--- src/design/lpmr_pkg.sv ---
package lpmr_pkg;

  localparam int unsigned AddrBits = 32;
  localparam int unsigned LenBits = 6;
  localparam int unsigned IfaceBits = 3;
  localparam int unsigned TtlBits = 8;
  localparam int unsigned NumInterfaces = 8;
  localparam logic [LenBits-1:0] MaxLen = 6'd32;
  localparam logic [TtlBits-1:0] MinTtl = 8'd1;

  typedef enum logic {
    CMD_ADD   = 1'b0,
    CMD_ROUTE = 1'b1
  } command_e;

  typedef enum logic [2:0] {
    ST_FORWARDED   = 3'd0,
    ST_STORED      = 3'd1,
    ST_NO_ROUTE    = 3'd2,
    ST_TTL_EXPIRED = 3'd3,
    ST_TABLE_FULL  = 3'd4
  } status_e;

  typedef enum logic [1:0] {
    S_IDLE,
    S_SCAN,
    S_DRAIN,
    S_DONE
  } state_e;

  typedef struct packed {
    logic                 command;
    logic [AddrBits-1:0]  net_addr;
    logic [LenBits-1:0]   mask_len;
    logic                 has_next_hop;
    logic [AddrBits-1:0]  gateway_addr;
    logic [IfaceBits-1:0] route_interface;
    logic [AddrBits-1:0]  dest_addr;
    logic [TtlBits-1:0]   ttl_in;
  } req_t;

  typedef struct packed {
    logic [2:0]           status;
    logic [IfaceBits-1:0] send_interface;
    logic [AddrBits-1:0]  next_hop_out;
    logic [TtlBits-1:0]   ttl_out;
  } rsp_t;

  typedef struct packed {
    logic [AddrBits-1:0]  prefix;
    logic [LenBits-1:0]   len;
    logic                 has_hop;
    logic [AddrBits-1:0]  gateway;
    logic [IfaceBits-1:0] iface;
  } entry_t;

  typedef struct packed {
    logic load;
    logic read;
    logic done;
  } ctrl_cmd_t;

  typedef struct packed {
    logic empty;
    logic last;
    logic out_free;
  } ctrl_sts_t;

  function automatic logic [AddrBits-1:0] len_mask(input logic [LenBits-1:0] len);
    return ~({AddrBits{1'b1}} >> len);
  endfunction

  function automatic logic [LenBits-1:0] sat_len(input logic [LenBits-1:0] len);
    return (len > MaxLen) ? MaxLen : len;
  endfunction

endpackage

--- src/design/lpmr_ctrl.sv ---
module lpmr_ctrl
  import lpmr_pkg::*;
(
  input  logic      clk_i,
  input  logic      rst_ni,
  input  logic      in_valid_i,
  output logic      in_ready_o,
  input  ctrl_sts_t sts_i,
  output ctrl_cmd_t cmd_o
);

  state_e state_q, state_d;

  always_ff @(posedge clk_i or negedge rst_ni) begin
    if (!rst_ni) begin
      state_q <= S_IDLE;
    end else begin
      state_q <= state_d;
    end
  end

  always_comb begin
    state_d    = state_q;
    in_ready_o = 1'b0;
    cmd_o      = '0;
    case (state_q)
      S_IDLE: begin
        in_ready_o = 1'b1;
        if (in_valid_i) begin
          cmd_o.load = 1'b1;
          state_d    = sts_i.empty ? S_DONE : S_SCAN;
        end
      end
      S_SCAN: begin
        cmd_o.read = 1'b1;
        if (sts_i.last) begin
          state_d = S_DRAIN;
        end
      end
      S_DRAIN: begin
        state_d = S_DONE;
      end
      S_DONE: begin
        if (sts_i.out_free) begin
          cmd_o.done = 1'b1;
          state_d    = S_IDLE;
        end
      end
      default: begin
        state_d = S_IDLE;
      end
    endcase
  end

endmodule

--- config.mk ---
export PLATFORM = sky130hd
export DESIGN_NAME = lpmr_ctrl
export DESIGN_NICKNAME = d
export VERILOG_FILES = /design/src/design/lpmr_pkg.sv /design/src/design/lpmr_ctrl.sv
export SDC_FILE = /design/constraint.sdc
export NUM_CORES = 1
export LEC_CHECK = 0
export BUFFER_PORTS_ARGS = -buffer_cell sky130_fd_sc_hd__buf_2
export CAP_MARGIN = 40
export CELL_PAD_IN_SITES_DETAIL_PLACEMENT = 1
export CELL_PAD_IN_SITES_GLOBAL_PLACEMENT = 1
export CORE_AREA = 2 2 39 41
export CTS_BUF_LIST = sky130_fd_sc_hd__clkbuf_8
export CTS_CLUSTER_SIZE = 12
export DETAILED_ROUTE_END_ITERATION = 10
export DIE_AREA = 0 0 41 43
export GPL_ROUTABILITY_DRIVEN = 0
export PLACE_DENSITY_LB_ADDON = 0.1
export SYNTH_ARGS = -nofsm -noshare
export SYNTH_HDL_FRONTEND = slang
export SYNTH_SLANG_ARGS = --single-unit
--- constraint.sdc ---
create_clock -name clk_i -period 3.5 [get_ports clk_i]
set_input_delay 0.7 -clock clk_i [delete_from_list [all_inputs] [get_ports clk_i]]
set_output_delay 0.7 -clock clk_i [all_outputs]
set_load 0.005 [all_outputs]
==> key figures <==
Floorplanning
  • Io pins: 10
  • Core Box Area: 0.00138 mm2
  • Die area: 0.00176 mm2
  • # rows: 14
  • Die height: roughly 43 um
  • Die W: 41 um
  • Starting Density: 0.128

Timing
  • Final worst-path setup slack: 1580 ps
  • Final hold viol count: 0
  • Slew @ Worst Pin: 511 ps
  • Fin crit period: ~1900 ps
  • Worst hold slack: 270 ps
  • Fin. max-slew vios: 0
  • Final period util: 0.549
  • Max Fclk: 0.521 GHz
  • Fin Setup TNS: 0 ps
  • Slew margin rel.: 0.659
  • RSZ-0062 raised after global routing: false
  • Final setup violating endpoints: 0
  • Max Clock Skew: 1.91 ps

Cells and area
  • FILL cells: around 170
  • Area growth syn-to-layout: 59.9%
  • Most common cell after layout, fill and taps aside: buf_2
  • Commonest non-fill, non-tap cells in the layout: buf_2, inv_1, ha_1
  • Sequential standard cell area: 50.0 um2
  • Biggest register: state_q
  • Max reg flops: 2
  • Top flop regs: state_q x2
  • Antenna diodes: 0
  • Nets: 42
  • Area occupied by multi-input gates: 108 um2
  • Final cell count without fillers: 46
  • Share of layout cells above drive strength 1: 0.467

Setup path
  • Crit path max fanout: 5
  • Critical R2R Capture: state_q[1]
  • Worst R2R Setup Slack: 1910 ps
  • Worst r2r src: state_q[0]
  • Worst path slowest cell: dfrtp_1
  • Crit path kind: reg2out
  • Worst EP required: 2800 ps
  • Worst Path Buf+Inv: 2
  • CP peak stage delay: approximately 360 ps
  • Crit path capture type: output pin
  • Crit start category: flip-flop
  • Worst reg-to-reg path cell count: 4
  • CP Cell Sequence: inv_1 > ha_1 > and2_2 > buf_2
  • WP data arrival: about 1200 ps
  • Crit-path leading delay family: flip-flops

Clock tree
  • Clk root buf: clkbuf_8
  • Cts hold-fix bufs: 0
  • Htree depth: 1
  • Longest Clk Path Bufs: 2
  • Setup Fix Bufs, Post-CTS: 0
  • TritonCTS Buffers: 3
  • Clock sinks: 2
  • Clock Pin Slew Worst Setup and Hold Paths: 30 ps
  • TritonCTS clock tree: built
  • Worst skew pair latency: 210 ps
  • Post-CTS Resized: 0

Yosys
  • Net Count, Synth: 28
  • Synth cell types: 9
  • #FFs+latches synth: 2
  • Yosys Warn Count: 0
  • Sequential-to-total area share from yosys stat: 0.282
  • Syn Area/Cell: just under 10 um2
  • Synth top area share: 0.282
  • Mapped Cells: 18
  • Top cells by area, synth: dfrtp_1, ha_1, mux2i_1, inv_1, a222oi_1
  • Mapped cell area: between 150 and 200 um2
  • Synth area leader: dfrtp_1

Global route
  • Largest net degree at the start of global routing: 6
  • Grt ovf: 0
  • Vias in the first global route: 159
  • Gr usage total: 0.0573
  • First-pass GRT wire length: ~600 um
  • Initial antenna violation count: 0

Power and ir drop
  • Pint: 168 uW
  • Switching Share: 0.338
  • P_sw: 85.8 uW
  • Sequential power share: 0.184
  • P_leak: 0.166 nW
  • Pwr Density: about 890 mW/mm2
  • Clock share of power: 0.353
  • VDD IR-drop max: between 0.2 and 0.3 mV
  • Gate power share: 0.463

Drt
  • Final wirelength: 374 um
  • First DRT Iteration DRCs: 5
  • DR vias: 162
  • DR vias/cell: 3.52
  • DRC viols: 0
  • DRT antenna net count: 0
  • WL/cell: 8.13 um
  • Drt first pass iters: 4

Placed design
  • # placed instances: 43
  • I/O Buffers: 9
  • Pre-CTS setup slack: 1710 ps

Flow run
  • Max_cap viols: 0

Min path
  • Worst min path class: in2async

Outcome
  • Outcome: complete, no violations
synth_stat cells:
master and instances:
clkinvlp_2 1, mux2i_1 3, nor2_1 1, dfrtp_1 2, a222oi_1 1, inv_1 4, and2_1 1, and2_2 1
ha_1 4
logic make-up (layout without fill, tap and decap cells):
group | Yosys count | count (layout) | synth area share
buffers and inverters | 5 | 17 | 0.113
and+or+nand+nor | 3 | 3 | 0.0986
adders and majority gates | 4 | 4 | 0.282
DFF | 2 | 2 | 0.282
AOI/OAI and AO/OA | 1 | 1 | 0.0563
muxes | 3 | 3 | 0.169
layer usage:
metal,share of wire,global-route usage,vias to the layer above
met5,0,0,-
met4,0.040,0.0800,0
met3,0.096,0.0157,2
met2,0.43,0.0656,8
met1,0.43,0.0677,71
li1,-,-,81
worst reg2reg max path, cell delays in order, from the launching register on:
cell and delay (ps):
dfrtp_1 360, inv_1 90, ha_1 260, a222oi_1 520, mux2i_1 270
power by group through the flow:
stage	logic, mW	clock network (mW)	registers, mW
3_3_place_gp	0.120	0	0.0482
4_1_cts	0.121	0.0936	0.0471
6_report	0.118	0.0897	0.0466
2_1_floorplan	0.0837	0	0.0447
3_5_place_dp	0.120	0	0.0473
5_1_grt	0.139	0.0957	0.0491
final cells by class:
class | count | share of cell area
multi-input cells | 11 | 0.379
flip-flops and latches | 2 | 0.176
repair buffers | 9 | 0.159
clock buffers | 3 | 0.145
inverters | 5 | 0.0705
well taps | 16 | 0.0705
through the flow:
| step | total power, mW | instance area [um2] | utilization |
|---|---|---|---|
| after global routing | 0.284 | 284 | 0.205 |
| after CTS | 0.262 | 284 | 0.205 |
| after floorplan | 0.128 | 178 | - |
| final | 0.254 | 284 | 0.205 |
| after detailed placement | 0.168 | 243 | 0.175 |
| after global placement | 0.168 | 243 | 0.175 |
worst max-delay path by stage:
stage                     from       end  slack, ps  cells past startpoint
floorplan           in_valid_i  cmd_o[2]       1930                      1
global placement    in_valid_i  cmd_o[2]       1710                      3
detailed placement  in_valid_i  cmd_o[2]       1710                      3
CTS                 state_q[0]  cmd_o[2]       1560                      4
global route        state_q[0]  cmd_o[2]       1480                      4
finish              state_q[0]  cmd_o[2]       1580                      4
(Power assumes the default switching activity.)
