===== src/design/lpmr_pkg.sv =====
package lpmr_pkg;

  localparam int unsigned AddrBits = 32;
  localparam int unsigned LenBits = 6;
  localparam int unsigned IfaceBits = 3;
  localparam int unsigned TtlBits = 8;
  localparam int unsigned NumInterfaces = 8;
  localparam logic [LenBits-1:0] MaxLen = 6'd32;
  localparam logic [TtlBits-1:0] MinTtl = 8'd1;

  typedef enum logic {
    CMD_ADD   = 1'b0,
    CMD_ROUTE = 1'b1
  } command_e;

  typedef enum logic [2:0] {
    ST_FORWARDED   = 3'd0,
    ST_STORED      = 3'd1,
    ST_NO_ROUTE    = 3'd2,
    ST_TTL_EXPIRED = 3'd3,
    ST_TABLE_FULL  = 3'd4
  } status_e;

  typedef enum logic [1:0] {
    S_IDLE,
    S_SCAN,
    S_DRAIN,
    S_DONE
  } state_e;

  typedef struct packed {
    logic                 command;
    logic [AddrBits-1:0]  net_addr;
    logic [LenBits-1:0]   mask_len;
    logic                 has_next_hop;
    logic [AddrBits-1:0]  gateway_addr;
    logic [IfaceBits-1:0] route_interface;
    logic [AddrBits-1:0]  dest_addr;
    logic [TtlBits-1:0]   ttl_in;
  } req_t;

  typedef struct packed {
    logic [2:0]           status;
    logic [IfaceBits-1:0] send_interface;
    logic [AddrBits-1:0]  next_hop_out;
    logic [TtlBits-1:0]   ttl_out;
  } rsp_t;

  typedef struct packed {
    logic [AddrBits-1:0]  prefix;
    logic [LenBits-1:0]   len;
    logic                 has_hop;
    logic [AddrBits-1:0]  gateway;
    logic [IfaceBits-1:0] iface;
  } entry_t;

  typedef struct packed {
    logic load;
    logic read;
    logic done;
  } ctrl_cmd_t;

  typedef struct packed {
    logic empty;
    logic last;
    logic out_free;
  } ctrl_sts_t;

  function automatic logic [AddrBits-1:0] len_mask(input logic [LenBits-1:0] len);
    return ~({AddrBits{1'b1}} >> len);
  endfunction

  function automatic logic [LenBits-1:0] sat_len(input logic [LenBits-1:0] len);
    return (len > MaxLen) ? MaxLen : len;
  endfunction

endpackage


===== src/design/lpmr_dp.sv =====
module lpmr_dp
  import lpmr_pkg::*;
#(
  parameter int unsigned MAX_ROUTES = 64
) (
  input  logic      clk_i,
  input  logic      rst_ni,
  input  req_t      req_i,
  input  ctrl_cmd_t cmd_i,
  output ctrl_sts_t sts_o,
  output logic      rsp_valid_o,
  input  logic      rsp_ready_i,
  output rsp_t      rsp_o
);

  localparam int unsigned AW = (MAX_ROUTES > 1) ? $clog2(MAX_ROUTES) : 1;
  localparam int unsigned CW = $clog2(MAX_ROUTES + 1);

  entry_t               mem [MAX_ROUTES];
  entry_t               rd_q;
  req_t                 item_q;
  logic [AW-1:0]        addr_q;
  logic [AW-1:0]        rd_idx_q;
  logic                 rd_valid_q;
  logic [CW-1:0]        count_q;
  logic                 match_q;
  logic [AW-1:0]        match_idx_q;
  logic                 best_q;
  logic [LenBits-1:0]   best_len_q;
  logic                 best_hop_q;
  logic [AddrBits-1:0]  best_gw_q;
  logic [IfaceBits-1:0] best_iface_q;
  logic                 rsp_valid_q;
  rsp_t                 rsp_q, rsp_d;

  req_t                 load_item;
  logic                 is_add;
  logic                 add_hit;
  logic                 route_hit;
  logic                 table_full;
  logic                 wr_en;
  logic [AW-1:0]        wr_idx;
  entry_t               wr_data;
  logic                 out_free;

  assign is_add     = (item_q.command == CMD_ADD);
  assign table_full = (count_q == CW'(MAX_ROUTES));
  assign out_free   = !rsp_valid_q || rsp_ready_i;

  assign add_hit = rd_valid_q && is_add && (rd_q.len == item_q.mask_len)
                   && (rd_q.prefix == item_q.net_addr);
  assign route_hit = rd_valid_q && !is_add
                     && ((item_q.dest_addr & len_mask(rd_q.len)) == rd_q.prefix)
                     && (!best_q || (rd_q.len > best_len_q));

  assign wr_en  = cmd_i.done && is_add && (match_q || !table_full);
  assign wr_idx = match_q ? match_idx_q : count_q[AW-1:0];

  always_comb begin
    load_item          = req_i;
    load_item.mask_len = sat_len(req_i.mask_len);
    load_item.net_addr = req_i.net_addr & len_mask(sat_len(req_i.mask_len));
  end

  always_comb begin
    wr_data.prefix  = item_q.net_addr;
    wr_data.len     = item_q.mask_len;
    wr_data.has_hop = item_q.has_next_hop;
    wr_data.gateway = item_q.gateway_addr;
    wr_data.iface   = item_q.route_interface;
  end

  always_comb begin
    rsp_d = '0;
    if (is_add) begin
      rsp_d.status = (match_q || !table_full) ? ST_STORED : ST_TABLE_FULL;
    end else if (!best_q || (32'(best_iface_q) >= NumInterfaces)) begin
      rsp_d.status = ST_NO_ROUTE;
    end else if (item_q.ttl_in <= MinTtl) begin
      rsp_d.status = ST_TTL_EXPIRED;
    end else begin
      rsp_d.status         = ST_FORWARDED;
      rsp_d.send_interface = best_iface_q;
      rsp_d.next_hop_out   = best_hop_q ? best_gw_q : item_q.dest_addr;
      rsp_d.ttl_out        = item_q.ttl_in - MinTtl;
    end
  end

  always_comb begin
    sts_o.empty    = (count_q == '0);
    sts_o.last     = ((CW'(addr_q) + CW'(1)) == count_q);
    sts_o.out_free = out_free;
  end

  always_ff @(posedge clk_i) begin
    if (wr_en) begin
      mem[wr_idx] <= wr_data;
    end
    if (cmd_i.read) begin
      rd_q     <= mem[addr_q];
      rd_idx_q <= addr_q;
    end
  end

  always_ff @(posedge clk_i or negedge rst_ni) begin
    if (!rst_ni) begin
      count_q     <= '0;
      addr_q      <= '0;
      rd_valid_q  <= 1'b0;
      match_q     <= 1'b0;
      best_q      <= 1'b0;
      rsp_valid_q <= 1'b0;
    end else begin
      rd_valid_q <= cmd_i.read;
      if (cmd_i.load) begin
        addr_q  <= '0;
        match_q <= 1'b0;
        best_q  <= 1'b0;
      end else begin
        if (cmd_i.read) begin
          addr_q <= addr_q + AW'(1);
        end
        if (add_hit) begin
          match_q <= 1'b1;
        end
        if (route_hit) begin
          best_q <= 1'b1;
        end
      end
      if (cmd_i.done && is_add && !match_q && !table_full) begin
        count_q <= count_q + CW'(1);
      end
      if (cmd_i.done) begin
        rsp_valid_q <= 1'b1;
      end else if (rsp_ready_i) begin
        rsp_valid_q <= 1'b0;
      end
    end
  end

  always_ff @(posedge clk_i) begin
    if (cmd_i.load) begin
      item_q <= load_item;
    end
    if (add_hit) begin
      match_idx_q <= rd_idx_q;
    end
    if (route_hit) begin
      best_len_q   <= rd_q.len;
      best_hop_q   <= rd_q.has_hop;
      best_gw_q    <= rd_q.gateway;
      best_iface_q <= rd_q.iface;
    end
    if (cmd_i.done) begin
      rsp_q <= rsp_d;
    end
  end

  assign rsp_valid_o = rsp_valid_q;
  assign rsp_o       = rsp_q;

  a_count_bound: assert property (@(posedge clk_i) disable iff (!rst_ni)
    count_q <= CW'(MAX_ROUTES))
    else $error("route count beyond table depth");

  a_count_step: assert property (@(posedge clk_i) disable iff (!rst_ni)
    (count_q != $past(count_q)) |-> (count_q == ($past(count_q) + CW'(1))))
    else $error("route count moved by more than one");

  a_done_free: assert property (@(posedge clk_i) disable iff (!rst_ni)
    cmd_i.done |-> out_free)
    else $error("result loaded over an untaken result");

  a_read_data: assert property (@(posedge clk_i) disable iff (!rst_ni)
    rd_valid_q |-> $past(cmd_i.read))
    else $error("read data flagged without a read");

endmodule


===== config.mk =====
export PLATFORM = sky130hd
export DESIGN_NAME = lpmr_dp
export DESIGN_NICKNAME = d
export VERILOG_FILES = /design/src/design/lpmr_pkg.sv /design/src/design/lpmr_dp.sv
export SDC_FILE = /design/constraint.sdc
export NUM_CORES = 2
export LEC_CHECK = 0
export ABC_CLOCK_PERIOD_IN_PS = 13250
export BUFFER_PORTS_ARGS = -buffer_cell sky130_fd_sc_hd__buf_2
export CAP_MARGIN = 0
export CORE_UTILIZATION = 62
export CTS_CLUSTER_DIAMETER = 100
export DETAILED_ROUTE_END_ITERATION = 6
export PLACE_DENSITY = 0.75
export SYNTH_ARGS = -nofsm -noshare
export SYNTH_HDL_FRONTEND = slang
export SYNTH_MEMORY_MAX_BITS = 65536
export SYNTH_SLANG_ARGS = --single-unit

===== constraint.sdc =====
create_clock -name clk_i -period 13.25 [get_ports clk_i]
set_clock_uncertainty 0.1 [all_clocks]
set_input_delay 0.6625 -clock clk_i [delete_from_list [all_inputs] [get_ports clk_i]]
set_output_delay 0.6625 -clock clk_i [all_outputs]
set_load 0.01 [all_outputs]

==> run_results.csv <==
group,metric,value,unit
synthesis,synth-main-ff-cell,"edfxtp_1",
power,p_leak,0.06692,uW
finish,area_growth_syn_to_layout,12.52,%
finish,nNetsFinal,8978,
timing,hold_violations,0,
synthesis,async_reset_ff_frac,0.003372,
synthesis,synth_compound_area_frac,0.01853,
detailed_routing,viasPerCell,7.323,
min_path,hold_class,"input pin to register",
floorplan,fp.dieH,558.8,um
power,powerDensity,158.9,nW/um^2
detailed_routing,vias,98010,
clock_network,cts_root_buf,"clkbuf_16",
critical_path,path_class,"register to output pin",
timing,period_minus_slack,5.955,ns
clock_network,clkTransAtPathRegs,0.06,ns
critical_path,worstPathArrival,5.19,ns
grt,grt.total_usage,0.3646,
clock_network,cts_tree,"built",
detailed_routing,wl_per_cell,42.01,um
floorplan,die_w,558.8,um
outcome,violations,"DRC, capacitance limit, slew limit",
clock_network,clockBufferDepth,4,
grt,grt_pass1_wl,769.4,mm
grt,grt-ovfl-total,0,
grt,grt_max_degree,143,
clock_network,cts.sinks,5042,
power,ir_drop,0.1373,mV
floorplan,die_area,312300,um^2
placement,gp_congestion,0.8680,
synthesis,syn_nets,8367,
timing,finalSetupViolCount,0,
synthesis,synth_top_family_by_area,"multiplexers",
floorplan,num_rows,204,
synthesis,syn_inst,8235,
critical_path,crit_path_end_kind,"output pin",
placement,place_hpwl,275.9,mm
outcome,run_status,"finished, violations left",
critical_path,cp_slowest_cell,"dfrtp_4",
synthesis,synth.cell_area,192200,um^2
clock_network,cts_resized,0,
critical_path,crit_chain,"buf_4, ha_1, nand2_1, xnor2_1, nor3_1, a21oi_1, o32ai_1, a21oi_1, nor3_1, buf_2",
finish,mostFrequentLayoutCells,"edfxtp_1 (5025), mux4_2 (1264), clkbuf_16 (478)",
placement,portBuffers,170,
clock_network,cts_max_level,5,
synthesis,synth-adder-area-share,0.0008202,
synthesis,ys_types,60,
floorplan,pin_count,171,
critical_path,cp_slowest_stage_delay,1.16,ns
job,cap_violations,1,
finish,n_fill_cell,17230,
timing,finalCritPeriodShare,0.4494,
detailed_routing,wl,562.3,mm
detailed_routing,first_pass_iters,7,
grt,grt_pass1_vias,97440,
timing,rsz0062_at_grt,"no",
synthesis,muxShareOfSynthArea,0.1694,
clock_network,insertion_delay,1.03,ns
critical_path,crit_fanout,55,
timing,max_freq,0.1679,GHz
synthesis,ys_seq_area_frac,0.7872,
synthesis,yosys_warnings,0,
synthesis,postSynthAreaPerCell,23.34,um^2
timing,maxSlewHeadroom,-0.06981,
clock_network,numCtsBuffers,477,
synthesis,yosys.area_share.simple,0.01019,
finish,layout_commonest_cell,"edfxtp_1",
timing,worstMarginPinSlew,1.605,ns
timing,slew_violations,96,
finish,drive_gt1_frac,0.2698,
synthesis,synth-seq-cells,5042,
detailed_routing,antenna_left,0,
critical_path,critical_path.startpoint_type,"register",
floorplan,core_area,308600,um^2
detailed_routing,drt_iter0_markers,17260,
grt,antenna_found_initial,35,
timing,fin_hold_ws,0.06115,ns
synthesis,synth_xor_area_frac,0.003554,
timing,tns,0,ns
critical_path,cp.required,12.49,ns
synthesis,synth_edf_count,5025,
floorplan,start_util,0.6229,
detailed_routing,drcViolationCount,2,
==> Yosys cell counts (all sizes together), types with 11 or more instances <==
cell	instances	share of area
nor3	14	0.00036
xnor2	34	0.0015
xor2	44	0.0020
nor2	232	0.0045
a21oi	116	0.0030
nand4	13	0.00042
nand2b	11	0.00036
o21ai	25	0.00065
a21boi	12	0.00047
a31oi	14	0.00046
clkbuf	249	0.0049
buf	192	0.0047
o21a	15	0.00059
nor4	18	0.00059
nor2b	20	0.00065
o221ai	176	0.0080
nand2	104	0.0020
edfxtp	5025	0.79
mux2i	407	0.021
ha	11	0.00072
mux4	1264	0.15
inv	35	0.00068
o22ai	98	0.0032
dfrtp	17	0.0022
==> path summary, 6_finish.rpt <==
kind | start | to | slack (ns) | cells after the start
hold reg to reg | rd_idx_q[5]$_DFFE_PP_ | match_idx_q[5]$_DFFE_PP_ | 0.32 | 0
setup reg to reg | addr_q[0]$_DFFE_PN0P_ | rd_q[61]$_DFFE_PP_ | 7.54 | 6
min in group asynchronous | rst_ni | rsp_valid_o$_DFFE_PN0P_ | 0.08 | 2
setup / recovery | addr_q[0]$_DFFE_PN0P_ | sts_o[1] | 7.30 | 10
hold / removal | req_i[76] | item_q[111]$_DFFE_PP_ | 0.06 | 3
max in group asynchronous | rst_ni | rd_valid_q$_DFF_PN0_ | 12.49 | 2
==> stage by stage <==
| step | worst slack, ns | cells | total power [uW] | utilization | instance area [um^2] |
|---|---|---|---|---|---|
| 3_5_place_dp | 7.619 | 12380 | 20790 | 0.6460 | 199400 |
| 3_3_place_gp | 7.701 | 12380 | 20720 | 0.6460 | 199400 |
| 2_1_floorplan | 8.074 | 8235 | 19960 | - | 192200 |
| 4_1_cts | 7.309 | 13370 | 34390 | 0.7007 | 216200 |
| 6_report | 7.295 | 13390 | 34370 | 0.7009 | 216300 |
| 5_1_grt | 7.181 | 13380 | 35110 | 0.7008 | 216300 |
==> area by class of cell <==
cell class / instances / area (um^2) / share of cell area
inverters: 37 / 151.4 / 0.0007000
diodes: 17 / 42.54 / 0.0001967
multi-input cells: 2715 / 39430 / 0.1823
well taps: 4120 / 5155 / 0.02383
flip-flops and latches: 5042 / 151300 / 0.6997
clock inverters: 318 / 3492 / 0.01615
repair buffers: 573 / 4394 / 0.02032
clock buffers: 563 / 12280 / 0.05678
==> sequential cells by signal (all words and copies together), names as in the netlist <==
signal and count:
best_q 1, best_len_q 6, rd_idx_q 6, rd_valid_q 1, rsp_o 46, item_q 115
addr_q 6, match_q 1, rd_q 74, best_gw_q 32, best_hop_q 1, rsp_valid_o 1
match_idx_q 6, mem 4736, best_iface_q 3, count_q 7
==> where the power goes <==
part | total [uW] | switching (uW) | internal (uW)
combinational | 2360 | 1430 | 929
clock | 13800 | 6020 | 7810
sequential | 18200 | 195 | 18000
total | 34400 | 7640 | 26700
==> logic make-up (layout without fill, tap and decap cells) <==
group / Yosys count / in the layout
AND/OR/NAND/NOR: 448 / 448
other: 0 / 17
flip-flops: 5042 / 5042
adder cells (fa/ha/maj): 13 / 13
multiplexers: 1673 / 1673
AO/OA/AOI/OAI: 503 / 503
XOR/XNOR: 78 / 78
buffers and inverters: 478 / 1491
==> per-layer routing <==
layer	wire, um	share of wire	vias up	GRT usage
li1	-	-	36530	-
met1	181200	0.32	50840	0.4869
met2	261000	0.46	8749	0.5596
met3	82430	0.15	1866	0.09150
met4	37330	0.066	36	0.2016
met5	270	0.00048	-	0
==> repair_timing <==
item	CTS	global route
buffers inserted	0	0
hold buffers	110	0
endpoints found under the hold margin	126	0
==> critical path: cells and delay by family, from the launching register on <==
| kind | cells | cell delay, ns |
|---|---|---|
| AOI/OAI and AO/OA | 3 | 0.32 |
| and+or+nand+nor | 3 | 1.11 |
| xor gates and xnor gates | 1 | 0.21 |
| adders and majority gates | 1 | 0.36 |
| DFF | 1 | 1.16 |
| buffers and inverters | 2 | 0.95 |
Power figures use the tool's default switching activity.
